===== src/sv/assert_macros.svh =====
// Assertion macros used by the watchdog top level.
`ifndef ASSERT_MACROS_SVH
`define ASSERT_MACROS_SVH
`ifndef NO_ASSERTIONS
`define ASSERT_HOLDS(lbl, clk, rst, prop) \
  lbl: assert property (@(posedge clk) disable iff (rst) (prop)) \
    else $error("assertion failed");
`define ASSERT_NEXT(lbl, clk, rst, ante, cons) \
  lbl: assert property (@(posedge clk) disable iff (rst) (ante) |=> (cons)) \
    else $error("assertion failed");
`else
`define ASSERT_HOLDS(lbl, clk, rst, prop)
`define ASSERT_NEXT(lbl, clk, rst, ante, cons)
`endif
`endif


===== src/sv/lhw_pkg.sv =====
// Types and constants of the link heartbeat watchdog.
package lhw_pkg;

  typedef enum logic [1:0] {
    ST_INIT = 2'd0,
    ST_WAIT = 2'd1,
    ST_LOST = 2'd2,
    ST_OK   = 2'd3
  } status_t;

  localparam int RUN_WIDTH = 8;
  typedef logic [RUN_WIDTH-1:0] run_t;
  localparam run_t RUN_MAX = '1;

  localparam int TIMEOUT_RESET   = 500;
  localparam int PERIOD_RESET    = 200;
  localparam int LOST_THR_RESET  = 2;
  localparam int OK_THR_RESET    = 2;

  localparam logic [7:0] CFG_TIMEOUT  = 8'd0;
  localparam logic [7:0] CFG_PERIOD   = 8'd1;
  localparam logic [7:0] CFG_LOST_THR = 8'd2;
  localparam logic [7:0] CFG_OK_THR   = 8'd3;

  typedef struct packed {
    logic    fire;
    status_t status;
  } check_result_t;

endpackage


===== src/sv/lhw_monitor.sv =====
// Heartbeat age, check timing, hysteresis runs and link status for one tick.
module lhw_monitor #(
  parameter int TICK_COUNT_WIDTH = 16
) (
  input  logic                        clk,
  input  logic                        rst,
  input  logic                        step,
  input  logic                        heartbeat_arrived,
  input  logic [TICK_COUNT_WIDTH-1:0] timeout_ticks,
  input  logic [TICK_COUNT_WIDTH-1:0] check_period_ticks,
  input  lhw_pkg::run_t               lost_limit,
  input  lhw_pkg::run_t               ok_limit,
  output lhw_pkg::check_result_t      result
);
  import lhw_pkg::*;

  localparam int TW = TICK_COUNT_WIDTH;

  logic          heartbeat_seen;
  logic [TW:0]   heartbeat_age;
  logic [TW-1:0] check_phase;
  run_t          lost_run;
  run_t          ok_run;
  status_t       link_status;

  logic          heartbeat_seen_next;
  logic [TW:0]   heartbeat_age_next;
  logic [TW-1:0] check_phase_next;
  run_t          lost_run_next;
  run_t          ok_run_next;
  status_t       link_status_next;

  logic [TW:0]   phase_inc;
  logic          check;
  logic          want_valid;
  status_t       want;

  always_comb begin
    heartbeat_seen_next = heartbeat_seen | heartbeat_arrived;
    if (heartbeat_arrived) begin
      heartbeat_age_next = '0;
    end else if (heartbeat_age == '1) begin
      heartbeat_age_next = heartbeat_age;
    end else begin
      heartbeat_age_next = heartbeat_age + 1'b1;
    end

    phase_inc = {1'b0, check_phase} + 1'b1;
    check = !(phase_inc < {1'b0, check_period_ticks});
    check_phase_next = check ? '0 : phase_inc[TW-1:0];

    lost_run_next = lost_run;
    ok_run_next = ok_run;
    want_valid = 1'b0;
    want = ST_WAIT;
    if (check) begin
      if (!heartbeat_seen_next) begin
        lost_run_next = '0;
        ok_run_next = '0;
        want_valid = 1'b1;
        want = ST_WAIT;
      end else if (heartbeat_age_next > {1'b0, timeout_ticks}) begin
        lost_run_next = (lost_run == RUN_MAX) ? lost_run : lost_run + 1'b1;
        ok_run_next = '0;
        want_valid = (lost_run_next >= lost_limit);
        want = ST_LOST;
      end else begin
        ok_run_next = (ok_run == RUN_MAX) ? ok_run : ok_run + 1'b1;
        lost_run_next = '0;
        if (ok_run_next >= ok_limit) begin
          want_valid = 1'b1;
          want = ST_OK;
        end else if (link_status == ST_INIT) begin
          want_valid = 1'b1;
          want = ST_WAIT;
        end
      end
    end

    result.fire = want_valid && (want != link_status);
    result.status = want;
    link_status_next = result.fire ? want : link_status;
  end

  always_ff @(posedge clk) begin
    if (rst) begin
      heartbeat_seen <= 1'b0;
      heartbeat_age <= '0;
      check_phase <= '0;
      lost_run <= '0;
      ok_run <= '0;
      link_status <= ST_INIT;
    end else if (step) begin
      heartbeat_seen <= heartbeat_seen_next;
      heartbeat_age <= heartbeat_age_next;
      check_phase <= check_phase_next;
      lost_run <= lost_run_next;
      ok_run <= ok_run_next;
      link_status <= link_status_next;
    end
  end

endmodule


===== src/sv/link_heartbeat_watchdog_unit.sv =====
// Top level of the link heartbeat watchdog: request registers, settings and result register.
// Each accepted request is one tick of elapsed time; one request is taken in every
// cycle while results are taken, and a status change is checked from the request register
// and then loaded into the result register. The rate is set by the single pass
// of the check logic between the request register and the result register; the request
// channel stalls only while a result waits in the result register and a request sits in
// the request register. Settings are written through the configuration channel, which
// is always ready, and should be written only while no request is in flight.
`include "assert_macros.svh"

module link_heartbeat_watchdog_unit #(
  parameter int TICK_COUNT_WIDTH = 16
) (
  input  logic                        clk,
  input  logic                        rst,
  input  logic                        in_valid,
  output logic                        in_ready,
  input  logic                        heartbeat_arrived,
  output logic                        out_valid,
  input  logic                        out_ready,
  output lhw_pkg::status_t            new_status,
  input  logic                        cfg_valid,
  output logic                        cfg_ready,
  input  logic [7:0]                  cfg_index,
  input  logic [TICK_COUNT_WIDTH-1:0] cfg_data
);
  import lhw_pkg::*;

  localparam int TW = TICK_COUNT_WIDTH;

  logic [TW-1:0] timeout_ticks;
  logic [TW-1:0] check_period_ticks;
  run_t          lost_limit;
  run_t          ok_limit;

  logic          s1_valid;
  logic          s1_heartbeat;
  logic          s1_advance;
  logic          load_result;
  check_result_t result;

  assign cfg_ready = 1'b1;

  always_ff @(posedge clk) begin
    if (rst) begin
      timeout_ticks <= TW'(TIMEOUT_RESET);
      check_period_ticks <= TW'(PERIOD_RESET);
      lost_limit <= RUN_WIDTH'(LOST_THR_RESET);
      ok_limit <= RUN_WIDTH'(OK_THR_RESET);
    end else if (cfg_valid && cfg_ready) begin
      case (cfg_index)
        CFG_TIMEOUT:  timeout_ticks <= cfg_data;
        CFG_PERIOD:   check_period_ticks <= cfg_data;
        CFG_LOST_THR: lost_limit <= cfg_data[RUN_WIDTH-1:0];
        CFG_OK_THR:   ok_limit <= cfg_data[RUN_WIDTH-1:0];
        default: ;
      endcase
    end
  end

  assign s1_advance = s1_valid && (!out_valid || out_ready);
  assign in_ready = !s1_valid || s1_advance;
  assign load_result = s1_advance && result.fire;

  always_ff @(posedge clk) begin
    if (rst) begin
      s1_valid <= 1'b0;
    end else if (in_ready) begin
      s1_valid <= in_valid;
    end
  end

  always_ff @(posedge clk) begin
    if (in_valid && in_ready) begin
      s1_heartbeat <= heartbeat_arrived;
    end
  end

  lhw_monitor #(
    .TICK_COUNT_WIDTH(TW)
  ) u_monitor (
    .clk               (clk),
    .rst               (rst),
    .step              (s1_advance),
    .heartbeat_arrived (s1_heartbeat),
    .timeout_ticks     (timeout_ticks),
    .check_period_ticks(check_period_ticks),
    .lost_limit        (lost_limit),
    .ok_limit          (ok_limit),
    .result            (result)
  );

  always_ff @(posedge clk) begin
    if (rst) begin
      out_valid <= 1'b0;
    end else if (s1_advance) begin
      out_valid <= result.fire;
    end else if (out_ready) begin
      out_valid <= 1'b0;
    end
  end

  always_ff @(posedge clk) begin
    if (load_result) begin
      new_status <= result.status;
    end
  end

  // The status never returns to INIT once it has left it.
  `ASSERT_HOLDS(a_no_init_result, clk, rst, !out_valid || (new_status != ST_INIT))
  // The request channel stalls only behind a waiting result.
  `ASSERT_HOLDS(a_stall_cause, clk, rst, in_ready || (s1_valid && out_valid && !out_ready))
  // A fired check lands in the result register on the next edge.
  `ASSERT_NEXT(a_result_load, clk, rst, load_result, out_valid && new_status == $past(result.status))

endmodule

===== config.mk =====
export PLATFORM = sky130hd
export DESIGN_NAME = link_heartbeat_watchdog_unit
export DESIGN_NICKNAME = d
export VERILOG_FILES = /design/src/sv/lhw_pkg.sv /design/src/sv/lhw_monitor.sv /design/src/sv/link_heartbeat_watchdog_unit.sv
export VERILOG_INCLUDE_DIRS = /design/src /design/src/sv
export SDC_FILE = /design/constraint.sdc
export NUM_CORES = 1
export LEC_CHECK = 0
export BUFFER_PORTS_ARGS = -buffer_cell sky130_fd_sc_hd__buf_2
export CAP_MARGIN = 20
export CORE_MARGIN = 2
export CORE_UTILIZATION = 40
export CTS_BUF_LIST = sky130_fd_sc_hd__clkbuf_16
export CTS_CLUSTER_SIZE = 40
export DETAILED_ROUTE_END_ITERATION = 10
export GPL_TIMING_DRIVEN = 0
export SLEW_MARGIN = 20
export SYNTH_ARGS = -nofsm -noshare
export SYNTH_HDL_FRONTEND = slang
export SYNTH_HIERARCHICAL = 1
export SYNTH_SLANG_ARGS = --single-unit

===== constraint.sdc =====
create_clock -name clk -period 3.96 [get_ports clk]
set_input_delay 0.594 -clock clk [delete_from_list [all_inputs] [get_ports clk]]
set_output_delay 0.594 -clock clk [all_outputs]
set_load 0.01 [all_outputs]

=== Yosys cells after proc, flatten, opt, wreduce, memory -nomap -nowiden ===
Cells that the tools add are included.

* Register bits: 105
* Input bits: 30
* Output and inout port bits: 5
* Logic and storage cells: 68

* $add $sub $neg: 4
* Order comparisons: 4
* Equality and inequality tests: 7
* Multiplexer cells: 20
* Bitwise logic cells: 2
* Reduce and logical (&&, ||, !) cells: 17

{| class="wikitable"
|+ Operators by type and width
! kind !! number
|-
| $mux W8 || 6
|-
| $mux W17 || 2
|-
| $add A16 B1 Y17 const B || 1
|-
| $add A17 B1 Y17 const B || 1
|-
| $eq A17 B17 Y1 const B || 1
|-
| $gt A17 B16 Y1 || 1
|-
| $lt A17 B16 Y1 || 1
|-
| $add A8 B1 Y8 const B || 2
|-
| $eq A8 B2 Y1 const B || 2
|-
| $eq A8 B8 Y1 const B || 2
|-
| $ge A8 B8 Y1 || 2
|-
| $mux W16 || 1
|-
| $reduce_and A2 Y1 || 6
|-
| $eq A8 B1 Y1 const B || 1
|-
| $logic_not A8 Y1 || 1
|-
| $mux W2 || 4
|-
| $mux W1 || 7
|-
| $logic_and A1 B1 Y1 || 4
|-
| $logic_not A1 Y1 || 2
|-
| $logic_not A2 Y1 || 1
|-
| $logic_or A1 B1 Y1 || 2
|-
| $ne A2 B2 Y1 || 1
|-
| $reduce_bool A2 Y1 || 1
|-
| $not A1 Y1 || 1
|-
| $or A1 B1 Y1 || 1
|}

=== Longest topological paths before layout ===
* Word-level depth: 10
* Depth in mapped cells: 19
* Gate-level depth less buffers: 19

=== Modules after synthesis ===
The synthesis kept the hierarchy.

{| class="wikitable"
|+ Modules (own cells, without submodules)
! module !! instances !! cells an instance !! area an instance (µm²) !! seq. area each (µm²)
|-
| lhw_monitor || 1 || 544 || 4,269.1 || 1,041.0
|-
| link_heartbeat_watchdog_unit || 1 || 203 || 2,202.1 || 1,091.0
|}

=== Worst setup path after synthesis ===
Ideal clock, no wire load.

* Path kind: register to register
* Start: register u_monitor.heartbeat_age[0]
* End: register new_status[0] (enable)
* Setup time: 248 ps
* Arrival: 3,840 ps
* Required time: 3,712 ps
* Setup slack: -128 ps
* Stages on the path, launching flop included: 18
* Buffers on the path: 0
* Clock period less this slack: 4,088 ps
* Cells stage by stage: dfxtp_1 -> ha_1 -> nand4_2 -> nor4_4 -> a2111oi_0 -> and3_1 -> nand3_1 -> xor2_1 -> nor2_1 -> ha_1 -> nand4_1 -> nor2_1 -> nand3_1 -> o311a_1 -> or4_4 -> a211oi_2 -> nor3_1 -> and3_1

{| class="wikitable"
|+ RTL lines
! item !! line !! source
|-
| start: declaration || lhw_monitor.sv:20 || <nowiki>logic [TW:0] heartbeat_age;</nowiki>
|-
| start signal: assignment || lhw_monitor.sv:95 || <nowiki>heartbeat_age <= heartbeat_age_next;</nowiki>
|-
| end signal: assignment || link_heartbeat_watchdog_unit.sv:105 || <nowiki>new_status <= result.status;</nowiki>
|-
| end: declaration || link_heartbeat_watchdog_unit.sv:21 || <nowiki>output lhw_pkg::status_t new_status,</nowiki>
|}

==> results.md <==
* Pre-Repair DR Iteration Count at 5
* Layout Utilization at 47.4%
* HPWL after DPL at 11,900 um
* PwrDens at 271 nW/um^2
* Post-Synthesis Cells at 747
* Final #Nets at 885
* First-pass GRT wire length at 26,200 um
* Root Driver: clkbuf_16
* Tcrit/Tclk final at 102%
* Worst EP required at 4.08 ns
* Per-cell routed wire length at 15.4 um
* Worst clock skew at 0.0139 ns
* RePlAce Congestion at 0.827
* Pins over their slew limit at 0
* Failing checks: negative setup slack
* Fill cells at 1,541
* CP Capture Type: register
* # clock sinks at 105
* Synth Flop Type: dfxtp_1
* Worst flop-to-flop path startpoint: u_monitor/heartbeat_age[1]
* Post-Syn Area per Cell at 8.66 sq um
* Largest cells by area after synthesis: dfxtp_1 (32%), ha_1 (9.9%), mux2i_1 (9.0%)
* Vias at 5,319
* #FFs+latches synth at 105
* Die ar. at 17,200 sq um
* # port buffers at 33
* CP startpoint kind: register
* Worst-path clk slew at 0.08 ns
* Area Growth Syn to Fin at 16.0%
* Crit path from: u_monitor/heartbeat_age[1]
* Worst Hold Class: primary input to register
* Endpoints failing setup at 4
* RSZ-0062 raised after global routing: yes
* Max_slew headroom at 53.1%
* # H-tree levels at 3
* Initial DRC count at 286
* DR vias/cell at 5.19
* DRC errors left at 0
* Hold Crit Start: heartbeat_arrived
* CP Class: register to register
* Distinct cells, synth at 70
* Crit path max fanout at 4
* Final hold violations at 0
* WHS at 0.414 ns
* Final min period at 4.05 ns
* Final wirelength at 15,800 um
* Layout cells sized above 1 at 16.6%
* Antenna violations before repair at 0
* Mapped Nets at 828
* Antenna cells at 0
* Ys Warns at 6
* Mapped Area at 6470 sq um
* Final worst setup slack at -0.0924 ns
* Register area at 2150 sq um
* Cell Rows at 46
* Slew @ Worst Pin at 0.697 ns
* Die Height at 131 um
* Max Cap Viol at 0
* Worst vdd ir at 210 uV
* Clock buffer depth at 2
* Total Power at 2030 uW
* Total gr overflow at 0
* Clk Latency, worst-skew pair at 0.36 ns
* Die X-Extent at 131 um
* Hold-fix buffers, CTS at 0
* Antenna-violating nets left at 0
* Outcome: finished, violations left
* EDFF count, synth at 3
* Place WS at -0.643 ns
* Leakage at 0.00318 uW
* Core area at 15,800 sq um
* Synth top area share at 31.6%
* F_max at 247 MHz
* Asr flop ratio synth at 0%
* Seq/Total Area, Yosys at 32.9%
* Vias in the first global route at 5,247
* Area occupied by multi-input gates at 4170 sq um
* Initial Utilization at 40.9%
* CTS Buf Count at 9
* Largest net degree at the start of global routing at 18
* Gr usage total at 18.9%
* Area leader, netlist: dfxtp_1
* Io pins at 35
* WP data arrival at 4.18 ns
* CTS tree: yes
* Setup TNS at -0.276 ns
routing by layer:
| metal | wire length (um) | part of all wire, % | track usage [%] | vias to the layer above |
|---|---|---|---|---|
| li1 | - | - | - | 2714 |
| met3 | 587 | 3.7 | 4.17 | 13 |
| met4 | 216 | 1.4 | 4.35 | 0 |
| met5 | 0 | 0 | 0 | - |
| met2 | 7640 | 48 | 32.6 | 91 |
| met1 | 7330 | 46 | 24.2 | 2501 |
cell families (layout without fill, tap and decap cells):
family / Yosys count / in the layout / synth area share [%]
adders and majority gates: 51 / 51 / 9.86
other: 1 / 1 / 0.0579
muxes: 63 / 63 / 9.90
xor gates and xnor gates: 37 / 37 / 5.01
and+or+nand+nor: 292 / 292 / 24.7
buffers and inverters: 84 / 146 / 5.86
DFF: 105 / 105 / 32.9
AOI/OAI and AO/OA: 114 / 114 / 11.7
metrics by stage:
step | std cells | cell area [sq um]
finish | 1025 | 7510
global route | 1025 | 7510
CTS | 1023 | 7400
detailed placement | 996 | 6930
global placement | 996 | 6930
floorplan | 747 | 6490
cells in the mapped netlist (3+ instances only):
master and number:
a32o_1 4, and2_1 4, o21a_1 3, nand2_1 34
nor3_1 11, a21oi_1 43, nor4_1 3, nand4_2 3
and4_1 5, dfxtp_1 102, xor2_1 12, inv_1 53
nand4_1 12, buf_6 3, edfxtp_1 3, mux2i_1 58
ha_1 51, xnor2_1 25, mux2_2 3, clkbuf_1 21
a211oi_1 5, nand2b_1 58, o21ai_0 17, or2_2 3
nand3_1 34, and3_1 14, a21o_1 8, a22oi_1 12
nand3b_1 5, nor2_1 90
registers in the layout (all words and copies together) (netlist names), 2 cells and up:
register	count
u_monitor/ok_run	8
timeout_ticks	16
new_status	2
u_monitor/check_phase	16
u_monitor/lost_run	8
ok_limit	8
lost_limit	8
u_monitor/heartbeat_age	17
u_monitor/link_status	2
check_period_ticks	16
final cells by class:
class | count | share of cell area [%]
Multi-Input combinational cell | 558 | 55.6
Sequential cell | 105 | 28.6
Timing Repair Buffer | 47 | 3.60
Tap cell | 216 | 3.60
Clock buffer | 9 | 3.00
Inverter | 54 | 2.70
Buffer | 29 | 2.32
Clock inverter | 7 | 0.600
power breakdown:
group          switching (uW)  internal [uW]  total (uW)
clock                     419            425         844
sequential               3.92           1060        1070
combinational            75.9           45.6         122
total                     499           1530        2030
what timing repair did:
item,in CTS,in global routing
setup endpoints to repair,33,33
gates resized for setup,30,24
setup buffers,11,3
pin swaps,12,15
path summary, 6_finish.rpt:
check        depth (start not counted)  slack, ns                 to
max                                 18      -0.09      new_status[0]
min                                  1       0.41       s1_heartbeat
max reg2reg                         18      -0.09      new_status[0]
min reg2reg                          2       0.47  timeout_ticks[13]
cell usage in the layout, fill, tap and decap left out, types with 12 or more instances in the layout:
master and n:
dfxtp_1 93, nor2_1 83, a21oi_1 42, a22oi_1 12, o21ai_0 14, xnor2_1 24
mux2i_1 58, nand3_1 32, ha_1 49, nand4_1 12, nand2_1 34, buf_4 15
nand2b_1 58, buf_2 35, inv_1 53, clkbuf_1 19, xor2_1 12
critical path, stage by stage, from the launching register on:
cell,delay [ns]
dfxtp_4,0.36
ha_4,0.17
nand4_4,0.11
nor4_4,0.04
buf_4,0.16
a2111oi_4,0.32
and3_4,0.27
nand3_4,0.08
xor2_1,0.16
nor2_1,0.07
ha_1,0.34
nand4_1,0.13
nor2_2,0.18
nand3_2,0.12
o311a_4,0.19
or4_4,0.50
a211oi_4,0.32
nor3_2,0.09
and3_4,0.20
No activity file was read; power rests on OpenSTA's default activity.
